## config.mk

```make
export PLATFORM = sky130hd
export DESIGN_NAME = block_average_downscale_top
export DESIGN_NICKNAME = d
export VERILOG_FILES = /design/src/rtl/abd_pkg.sv /design/src/rtl/abd_fifo.sv /design/src/rtl/abd_front.sv /design/src/rtl/abd_back.sv /design/src/rtl/block_average_downscale_top.sv
export SDC_FILE = /design/constraint.sdc
export NUM_CORES = 2
export LEC_CHECK = 0
export BUFFER_PORTS_ARGS = -buffer_cell sky130_fd_sc_hd__buf_2
export CORE_MARGIN = 2
export CORE_UTILIZATION = 45
export DETAILED_ROUTE_END_ITERATION = 8
export MAX_ROUTING_LAYER = met4
export PLACE_DENSITY_LB_ADDON = 0.05
export SETUP_SLACK_MARGIN = 0.5
export SYNTH_ARGS = -nofsm -noshare
export SYNTH_HDL_FRONTEND = slang
export SYNTH_SLANG_ARGS = --single-unit
```

## constraint.sdc

```tcl
create_clock -name clk -period 15.03 [get_ports clk]
set_input_delay 0.7515 -clock clk [delete_from_list [all_inputs] [get_ports clk]]
set_output_delay 0.7515 -clock clk [all_outputs]
set_load 0.01 [all_outputs]
```

## src/rtl/abd_pkg.sv

```systemverilog
// Shared types and constants for the block average downscaler.
package abd_pkg;

  // Configuration register layout
  localparam int CFG_W     = 3;
  localparam int CFG_IDX_W = 1;

  typedef enum logic [CFG_IDX_W-1:0] {
    REG_SIZE_LOG2  = 1'b0,
    REG_BLOCK_LOG2 = 1'b1
  } cfg_reg_t;

  localparam logic [CFG_W-1:0] SIZE_LOG2_RST  = 3'd2;
  localparam logic [CFG_W-1:0] BLOCK_LOG2_RST = 3'd1;

  // Widest position a 3-bit size register can reach
  localparam int LOG_CAP = (1 << CFG_W) - 1;
  localparam int COL_W   = LOG_CAP;

  localparam int VALUE_W = 32;
  localparam int IDX_OUT_W = 6;

  localparam int Q_DEPTH   = 4;
  localparam int OUT_DEPTH = 4;

  // One classified element on its way to the accumulator
  typedef struct packed {
    logic signed [VALUE_W-1:0] value;
    logic [COL_W-1:0]          blk_col;
    logic [IDX_OUT_W-1:0]      row;
    logic [IDX_OUT_W-1:0]      col;
    logic                      last;
    logic                      emit;
    logic [CFG_W-1:0]          blk_log2;
  } item_t;

  // One finished block average
  typedef struct packed {
    logic signed [VALUE_W-1:0] avg;
    logic [IDX_OUT_W-1:0]      row;
    logic [IDX_OUT_W-1:0]      col;
    logic                      last;
  } res_t;

endpackage

```

## src/rtl/abd_fifo.sv

```systemverilog
// Small register FIFO used between the pipeline parts.
module abd_fifo #(
  parameter int WIDTH = 8,
  parameter int DEPTH = 4
) (
  input  logic             clk,
  input  logic             rst,
  input  logic             in_valid,
  output logic             in_ready,
  input  logic [WIDTH-1:0] in_data,
  output logic             out_valid,
  input  logic             out_ready,
  output logic [WIDTH-1:0] out_data
);

  localparam int PTR_W = (DEPTH > 1) ? $clog2(DEPTH) : 1;
  localparam int CNT_W = $clog2(DEPTH + 1);

  logic [WIDTH-1:0] store [DEPTH];
  logic [PTR_W-1:0] wr_ptr;
  logic [PTR_W-1:0] rd_ptr;
  logic [CNT_W-1:0] count;
  logic             push;
  logic             pop;

  assign in_ready  = (count != CNT_W'(DEPTH));
  assign out_valid = (count != '0);
  assign push      = in_valid && in_ready;
  assign pop       = out_valid && out_ready;
  assign out_data  = store[rd_ptr];

  always_ff @(posedge clk) begin
    if (rst) begin
      wr_ptr <= '0;
      rd_ptr <= '0;
      count  <= '0;
    end else begin
      if (push) begin
        wr_ptr <= (wr_ptr == PTR_W'(DEPTH - 1)) ? '0 : wr_ptr + 1'b1;
      end
      if (pop) begin
        rd_ptr <= (rd_ptr == PTR_W'(DEPTH - 1)) ? '0 : rd_ptr + 1'b1;
      end
      if (push && !pop) begin
        count <= count + 1'b1;
      end else if (pop && !push) begin
        count <= count - 1'b1;
      end
    end
  end

  always_ff @(posedge clk) begin
    if (push) begin
      store[wr_ptr] <= in_data;
    end
  end

endmodule

```

## src/rtl/abd_front.sv

```systemverilog
// Front end: configuration registers, raster position and block classification.
module abd_front #(
  parameter int MAX_SIDE   = 64,
  parameter int ELEM_WIDTH = 32,
  parameter int SLIM       = 6,
  parameter int POS_W      = 6
) (
  input  logic                            clk,
  input  logic                            rst,
  input  logic                            cfg_we,
  input  logic [abd_pkg::CFG_IDX_W-1:0]   cfg_idx,
  input  logic [abd_pkg::CFG_W-1:0]       cfg_wdata,
  input  logic                            in_valid,
  output logic                            in_ready,
  input  logic [abd_pkg::VALUE_W-1:0]     in_data,
  output logic                            push,
  input  logic                            push_ready,
  output abd_pkg::item_t                  item
);

  import abd_pkg::*;

  logic [CFG_W-1:0] size_log2;
  logic [CFG_W-1:0] block_log2;
  logic [POS_W-1:0] row;
  logic [POS_W-1:0] col;

  logic [CFG_W-1:0] s_eff;
  logic [CFG_W-1:0] b_eff;
  logic [POS_W:0]   side_one;
  logic [POS_W:0]   blk_one;
  logic [POS_W-1:0] side_m1;
  logic [POS_W-1:0] bmask;
  logic             col_end;
  logic             row_end;
  logic             blk_end;

  always_comb begin
    s_eff    = (size_log2 > CFG_W'(SLIM)) ? CFG_W'(SLIM) : size_log2;
    b_eff    = (block_log2 < s_eff) ? block_log2 : s_eff;
    side_one = (POS_W + 1)'(1) << s_eff;
    blk_one  = (POS_W + 1)'(1) << b_eff;
    side_m1  = POS_W'(side_one - 1'b1);
    bmask    = POS_W'(blk_one - 1'b1);
    col_end  = (col == side_m1);
    row_end  = (row == side_m1);
    blk_end  = ((row & bmask) == bmask) && ((col & bmask) == bmask);
  end

  assign in_ready = push_ready;
  assign push     = in_valid && push_ready;

  always_comb begin
    item.value    = VALUE_W'(signed'(in_data[ELEM_WIDTH-1:0]));
    item.blk_col  = COL_W'((col >> b_eff) & POS_W'(MAX_SIDE - 1));
    item.row      = IDX_OUT_W'(row >> b_eff);
    item.col      = IDX_OUT_W'(col >> b_eff);
    item.last     = row_end && col_end;
    item.emit     = blk_end;
    item.blk_log2 = b_eff;
  end

  always_ff @(posedge clk) begin
    if (rst) begin
      size_log2  <= SIZE_LOG2_RST;
      block_log2 <= BLOCK_LOG2_RST;
      row        <= '0;
      col        <= '0;
    end else if (cfg_we) begin
      unique case (cfg_idx)
        REG_SIZE_LOG2:  size_log2  <= cfg_wdata;
        REG_BLOCK_LOG2: block_log2 <= cfg_wdata;
      endcase
      // restart the matrix
      row <= '0;
      col <= '0;
    end else if (push) begin
      if (col_end) begin
        col <= '0;
        row <= row_end ? '0 : row + 1'b1;
      end else begin
        col <= col + 1'b1;
      end
    end
  end

endmodule

```

## src/rtl/abd_back.sv

```systemverilog
// Back end: column sum memory, read-modify-write and average computation.
module abd_back #(
  parameter int POS_W = 6,
  parameter int SUM_W = 44
) (
  input  logic            clk,
  input  logic            rst,
  input  logic            clr,
  input  logic            in_valid,
  input  abd_pkg::item_t  in_item,
  output logic            in_ready,
  input  logic            out_pop,
  output logic            res_valid,
  output abd_pkg::res_t   res
);

  import abd_pkg::*;

  localparam int DEPTH = 1 << POS_W;
  localparam int RES_W = $clog2(OUT_DEPTH + 1);
  localparam int SH_W  = CFG_W + 1;

  logic signed [SUM_W-1:0] sums [DEPTH];
  logic [DEPTH-1:0]        vld;

  logic [RES_W-1:0]        reserved;
  logic                    pop;
  logic [POS_W-1:0]        idx_in;

  // read stage
  logic                    a_valid;
  item_t                   a_item;
  logic [POS_W-1:0]        a_idx;
  logic signed [SUM_W-1:0] rd_q;
  logic                    rd_ok;
  logic                    fwd_hit;
  logic signed [SUM_W-1:0] fwd_sum;
  logic signed [SUM_W-1:0] base;
  logic signed [SUM_W-1:0] new_sum;
  logic signed [SUM_W-1:0] wr_sum;

  // magnitude stage
  logic                    b_valid;
  logic signed [SUM_W-1:0] b_sum;
  logic [SH_W-1:0]         b_sh;
  logic [IDX_OUT_W-1:0]    b_row;
  logic [IDX_OUT_W-1:0]    b_col;
  logic                    b_last;
  logic                    b_neg;
  logic [SUM_W-1:0]        b_mag;
  logic [VALUE_W-1:0]      b_q;

  // sign stage
  logic                    c_valid;
  logic [VALUE_W-1:0]      c_q;
  logic                    c_neg;
  logic [IDX_OUT_W-1:0]    c_row;
  logic [IDX_OUT_W-1:0]    c_col;
  logic                    c_last;

  assign idx_in = in_item.blk_col[POS_W-1:0];
  assign a_idx  = a_item.blk_col[POS_W-1:0];

  // take a block end only with an output slot reserved for it
  assign pop = in_valid &&
               (!in_item.emit || (reserved < RES_W'(OUT_DEPTH)) || out_pop);
  assign in_ready = pop;

  always_ff @(posedge clk) begin
    if (rst) begin
      reserved <= '0;
    end else if ((pop && in_item.emit) && !out_pop) begin
      reserved <= reserved + 1'b1;
    end else if (!(pop && in_item.emit) && out_pop) begin
      reserved <= reserved - 1'b1;
    end
  end

  always_comb begin
    base    = fwd_hit ? fwd_sum : (rd_ok ? rd_q : '0);
    new_sum = base + SUM_W'(a_item.value);
    wr_sum  = a_item.emit ? '0 : new_sum;
  end

  always_ff @(posedge clk) begin
    if (pop) begin
      rd_q <= sums[idx_in];
    end
    if (a_valid) begin
      sums[a_idx] <= wr_sum;
    end
  end

  always_ff @(posedge clk) begin
    if (rst || clr) begin
      vld <= '0;
    end else if (a_valid) begin
      vld[a_idx] <= 1'b1;
    end
  end

  always_ff @(posedge clk) begin
    if (rst) begin
      a_valid <= 1'b0;
      fwd_hit <= 1'b0;
    end else begin
      a_valid <= pop;
      if (pop) begin
        // the write from the read stage lands on the same edge as this read
        fwd_hit <= a_valid && (a_idx == idx_in);
      end
    end
  end

  always_ff @(posedge clk) begin
    if (pop) begin
      a_item  <= in_item;
      rd_ok   <= vld[idx_in];
      fwd_sum <= wr_sum;
    end
  end

  always_comb begin
    b_neg = b_sum[SUM_W-1];
    b_mag = b_neg ? SUM_W'(-b_sum) : SUM_W'(b_sum);
    b_q   = VALUE_W'(b_mag >> b_sh);
  end

  always_ff @(posedge clk) begin
    if (rst) begin
      b_valid <= 1'b0;
      c_valid <= 1'b0;
    end else begin
      b_valid <= a_valid && a_item.emit;
      c_valid <= b_valid;
    end
  end

  always_ff @(posedge clk) begin
    b_sum  <= new_sum;
    b_sh   <= {a_item.blk_log2, 1'b0};
    b_row  <= a_item.row;
    b_col  <= a_item.col;
    b_last <= a_item.last;
    c_q    <= b_q;
    c_neg  <= b_neg;
    c_row  <= b_row;
    c_col  <= b_col;
    c_last <= b_last;
  end

  assign res_valid = c_valid;

  always_comb begin
    res.avg  = c_neg ? signed'(-c_q) : signed'(c_q);
    res.row  = c_row;
    res.col  = c_col;
    res.last = c_last;
  end

endmodule

```

## src/rtl/block_average_downscale_top.sv

```systemverilog
// Top level of the block average downscaler.
//
//   Channel   Direction  Signals                      Word
//   s_*       in         s_tvalid s_tready s_tdata    one matrix element
//   m_*       out        m_tvalid m_tready m_tdata    one block average
//                        m_tlast
//   cfg_*     in         cfg_we cfg_idx cfg_wdata     register write
//
// Takes one element per cycle while the output side keeps up; a block average
// follows its last element through the front queue, memory read, add,
// magnitude shift, sign and output queue.
// The column sum memory allows one read and one write per cycle, which sets
// the one element per cycle figure.
// Reset restores the registers, restarts the matrix and clears the sum valid
// bits at once; there is no clearing pass.
// With m_tready low the output queue fills, then the element queue, then
// s_tready drops.
module block_average_downscale_top #(
  parameter int MAX_SIDE   = 64,
  parameter int ELEM_WIDTH = 32
) (
  input  logic                          clk,
  input  logic                          rst,
  input  logic                          s_tvalid,
  output logic                          s_tready,
  input  logic [31:0]                   s_tdata,   // [31:0] elem_value
  output logic                          m_tvalid,
  input  logic                          m_tready,
  output logic [47:0]                   m_tdata,   // [31:0] avg_value, [37:32] out_row,
                                                   // [43:38] out_col, [47:44] zero
  output logic                          m_tlast,   // last_block
  input  logic                          cfg_we,
  input  logic [abd_pkg::CFG_IDX_W-1:0] cfg_idx,
  input  logic [abd_pkg::CFG_W-1:0]     cfg_wdata
);

  import abd_pkg::*;

  localparam int SIDE_LOG = $clog2(MAX_SIDE + 1) - 1;
  localparam int SLIM     = (SIDE_LOG < LOG_CAP) ? SIDE_LOG : LOG_CAP;
  localparam int POS_W    = (SLIM > 0) ? SLIM : 1;
  localparam int SUM_W    = ELEM_WIDTH + 2 * SLIM;
  localparam int ITEM_W   = $bits(item_t);
  localparam int RES_W    = $bits(res_t);

  logic              fq_push;
  logic              fq_ready;
  item_t             fq_item;
  logic              fq_out_valid;
  logic [ITEM_W-1:0] fq_out_data;
  item_t             bk_item;
  logic              bk_pop;
  logic              res_push;
  res_t              res;
  logic              oq_ready;
  logic [RES_W-1:0]  oq_data;
  res_t              oq_res;
  logic              out_pop;

  abd_front #(
    .MAX_SIDE   (MAX_SIDE),
    .ELEM_WIDTH (ELEM_WIDTH),
    .SLIM       (SLIM),
    .POS_W      (POS_W)
  ) u_front (
    .clk        (clk),
    .rst        (rst),
    .cfg_we     (cfg_we),
    .cfg_idx    (cfg_idx),
    .cfg_wdata  (cfg_wdata),
    .in_valid   (s_tvalid),
    .in_ready   (s_tready),
    .in_data    (s_tdata),
    .push       (fq_push),
    .push_ready (fq_ready),
    .item       (fq_item)
  );

  abd_fifo #(
    .WIDTH (ITEM_W),
    .DEPTH (Q_DEPTH)
  ) u_item_q (
    .clk       (clk),
    .rst       (rst),
    .in_valid  (fq_push),
    .in_ready  (fq_ready),
    .in_data   (fq_item),
    .out_valid (fq_out_valid),
    .out_ready (bk_pop),
    .out_data  (fq_out_data)
  );

  assign bk_item = item_t'(fq_out_data);

  abd_back #(
    .POS_W (POS_W),
    .SUM_W (SUM_W)
  ) u_back (
    .clk       (clk),
    .rst       (rst),
    .clr       (cfg_we),
    .in_valid  (fq_out_valid),
    .in_item   (bk_item),
    .in_ready  (bk_pop),
    .out_pop   (out_pop),
    .res_valid (res_push),
    .res       (res)
  );

  abd_fifo #(
    .WIDTH (RES_W),
    .DEPTH (OUT_DEPTH)
  ) u_out_q (
    .clk       (clk),
    .rst       (rst),
    .in_valid  (res_push),
    .in_ready  (oq_ready),
    .in_data   (res),
    .out_valid (m_tvalid),
    .out_ready (m_tready),
    .out_data  (oq_data)
  );

  assign oq_res  = res_t'(oq_data);
  assign out_pop = m_tvalid && m_tready;
  assign m_tdata = {4'b0000, oq_res.col, oq_res.row, oq_res.avg};
  assign m_tlast = oq_res.last;

  // a finished average always finds a reserved slot
  a_out_slot: assert property (@(posedge clk) disable iff (rst)
    res_push |-> oq_ready)
    else $error("block average pushed into a full output queue");

  a_pop_valid: assert property (@(posedge clk) disable iff (rst)
    bk_pop |-> fq_out_valid)
    else $error("back end took a word from an empty element queue");

  a_emit_follow: assert property (@(posedge clk) disable iff (rst)
    bk_pop && bk_item.emit |-> ##3 res_push)
    else $error("block end did not produce an average three cycles on");

endmodule

```

==> reports/summary.txt <==
Final TNS setup -> 0 ps
Final ANT Viol Nets -> 0
status -> finished, final reports clean
endpoints failing setup -> 0
fin area -> 159,000 um^2
sequential-to-total area share from yosys stat -> 74.7%
area of the core -> 309,000 um^2
crit path kind -> reg2reg
via count -> 82,500
DP Area -> 146,000 um^2
post-CTS setup buffer count -> 0
clk_lat worst skew -> 960 ps
Setup crit end kind -> flip-flop
worst-margin pin slew -> 1370 ps
Syn Inst Count -> 8,307
final hold violation count -> 0
Cells after DPL -> 12,300
Die Area -> 315,000 um^2
Max clock buf depth -> 4
Filler cells -> 25,300
H-tree levels -> 5
Cell Pwr Density -> 239 nW/um^2
CP Data Arrival Time -> 6560 ps
Via density -> 6.34
RSZ-0062 raised after global routing -> false
Overflow after GRT -> 0
IO buf count -> 87
first-pass GRT wire length -> 639,000 um
busiest grt layer -> met2
Top FF cell, synth -> edfxtp_1
number of global-route vias before repair -> 78,700
f_max -> 170 MHz
CP Max Fanout -> 101
DRT iter0 DRCs -> 11,700
root buffer cell -> clkbuf_16
WP buf/inv -> 4
Residual DRC -> 0
TritonCTS buffer count -> 377
critical path cell sequence -> mux2i_1 -> mux2_8 -> inv_8 -> buf_4 -> buf_12 -> buf_4 -> mux4_2 -> o22ai_1 -> or3_1 -> nand4_1 -> or3_1
number of synthesized register bits -> 3,543
clk sink count -> 3,543
synthesized area per cell -> 16.8 um^2
CP max stage delay -> 760 ps
die width -> 561 um
final core utilization -> 51.5%
GRT met3 Usage -> 4.27%
DR pass1 iterations -> 6
top cells by area, synth -> edfxtp_1, mux4_2, dfxtp_1
Area Growth Syn to Fin -> 13.8%
Clock Pin Slew Worst Setup and Hold Paths -> 60 ps
Initial Util -> 45.2%
initial antenna violation count -> 36
fraction of layout instances using a drive strength above 1 -> 17.2%
FP Rows -> 204
Yosys top cell area share -> 71.6%
Post-CTS Resized -> 0
CTS Hold Bufs -> 32
CTS tree -> yes
number of synthesized flops with an enable pin -> 3,330
top cell type by total area after synthesis -> edfxtp_1
Non-Filler Instances -> 13,000
WL final -> 465,000 um
Top delay family on crit path -> buffers and inverters
die height -> 561 um
Period minus WS final -> 5870 ps
area occupied by multi-input gates -> 34,200 um^2
gp weighted congestion -> 0.864
largest net degree at the start of global routing -> 124
total area of sequential cells -> 104,000 um^2
max_cap viols -> 0
wire per inst -> 35.7 um
Slew Limit Fails -> 0
DP HPWL -> 255,000 um
Worst EP required -> 15,720 ps
asr flop ratio synth -> 0%
relative slew slack -> 8.98%
Final period util -> 39.0%
GRT Total Usage -> 30.0%
Post-Synthesis Cell Area -> 140,000 um^2
path category of the worst min-delay check -> in2reg
M1 GR Usage -> 42.6%
Synth warnings -> 0
num ports -> 92
Slowest-stage cell, CP -> buf_4
clk_skew -> 49.3 ps
Netlist cell types -> 82
LEAKAGE -> 52.5 nW
Peak VDD IR -> 0.000268 V
Final Net Count -> 8,675
crit start category -> flip-flop
Global Route met2 Usage -> 45.5%
==> power by group <==
group	internal, mW	switching, mW	total, mW
clock network	5.36	3.89	9.25
logic	3.82	9.64	13.5
registers	14.7	0.591	15.3
==> per-layer routing <==
layer,vias to the layer above,share of wire [%]
li1,33500,-
met1,44000,42
met2,4248,46
met3,682,8.6
met4,0,3.0
met5,-,0
==> cell type report <==
type | instances | area share [%]
flip-flops and latches | 3543 | 65.6
multi-input cells | 4219 | 21.5
clock buffers | 501 | 6.47
well taps | 4120 | 3.24
repair buffers | 380 | 1.81
clock inverters | 195 | 1.22
inverters | 46 | 0.126
diodes | 11 | 0.0173
==> placed cells by master, fill, tap and decap left out, types with 80 or more instances in the layout <==
master	count
edfxtp_1	3330
mux2i_1	375
clkbuf_16	387
buf_4	248
nor2_1	181
nand2_1	945
nor3_1	100
o221ai_1	98
o21ai_0	128
mux4_2	461
and3_1	80
clkbuf_1	97
dfxtp_1	206
o22ai_1	138
xnor2_1	81
buf_2	87
nand3_1	303
a21oi_1	300
a31oi_1	151
==> sequential cells by signal, indices dropped and copies added, names as in the netlist, 32 cells and up, named ones only <==
signal          count
u_back.fwd_sum     44
u_back.c_q         32
u_back.vld         64
u_out_q.store     180
u_back.rd_q        44
u_back.b_sum       44
u_item_q.store    196
u_back.sums      2816
u_back.a_item      49
==> cells by family after synthesis <==
kind of cell | count (synthesis) | synth area share (%)
AO/OA/AOI/OAI | 1220 | 5.82
XOR/XNOR | 134 | 0.840
adder cells (fa/ha/maj) | 67 | 0.622
buffers and inverters | 548 | 1.56
flip-flops | 3543 | 74.7
multiplexers | 853 | 10.3
other | 1 | 0.00269
AND/OR/NAND/NOR | 1941 | 6.24
==> metrics by stage <==
stage | total power, mW | hold slack [ps] | worst slack (ps)
global placement | 28.6 | 313 | 9190
CTS | 38.1 | 1.44 | 9190
global route | 39.4 | 58.9 | 8830
finish | 38.0 | 65.5 | 9160
floorplan | 23.2 | 310 | 3580
detailed placement | 28.8 | 314 | 9160
==> path summary, 6_finish.rpt <==
kind / from / end / slack, ps / cells after the start
max reg2reg: flip-flop / u_back.rd_q[41] / 9160 / 11
max: flip-flop / u_back.rd_q[41] / 9160 / 11
min: cfg_wdata[1] / u_front.size_log2[1] / 70 / 2
min reg2reg: u_back.b_row[1] / u_back.c_row[1] / 330 / 0
==> Yosys cell counts, drive strengths merged, types with 6 or more instances <==
master / number
or2: 9
a21boi: 7
o22ai: 138
mux2: 17
and3: 84
o2111ai: 7
nand3b: 6
a21oi: 301
a221oi: 7
a22o: 43
a31oi: 154
and2: 15
mux4: 461
o41ai: 33
inv: 42
a22oi: 31
a32oi: 33
or4: 15
ha: 63
or3: 48
o31ai: 22
clkbuf: 323
xnor2: 81
a21o: 33
dfxtp: 213
a311oi: 29
nand2: 949
o21bai: 9
nand4: 37
o211ai: 12
nor3: 104
nor4: 34
a211oi: 22
o21a: 71
nor2b: 53
xor2: 53
o221ai: 98
nor2: 253
mux2i: 375
edfxtp: 3330
nand3: 303
nand2b: 17
o21ai: 128
buf: 179
==> worst register-to-register path: stages (launching register included) <==
cell     delay (ps)
dfxtp_2         520
mux2i_1         150
mux2_8          470
inv_8           600
buf_4           910
buf_12          620
buf_4          1000
mux4_2          610
o22ai_1         160
or3_1           190
nand4_1         100
or3_1           300
Power figures use the tool's default switching activity.
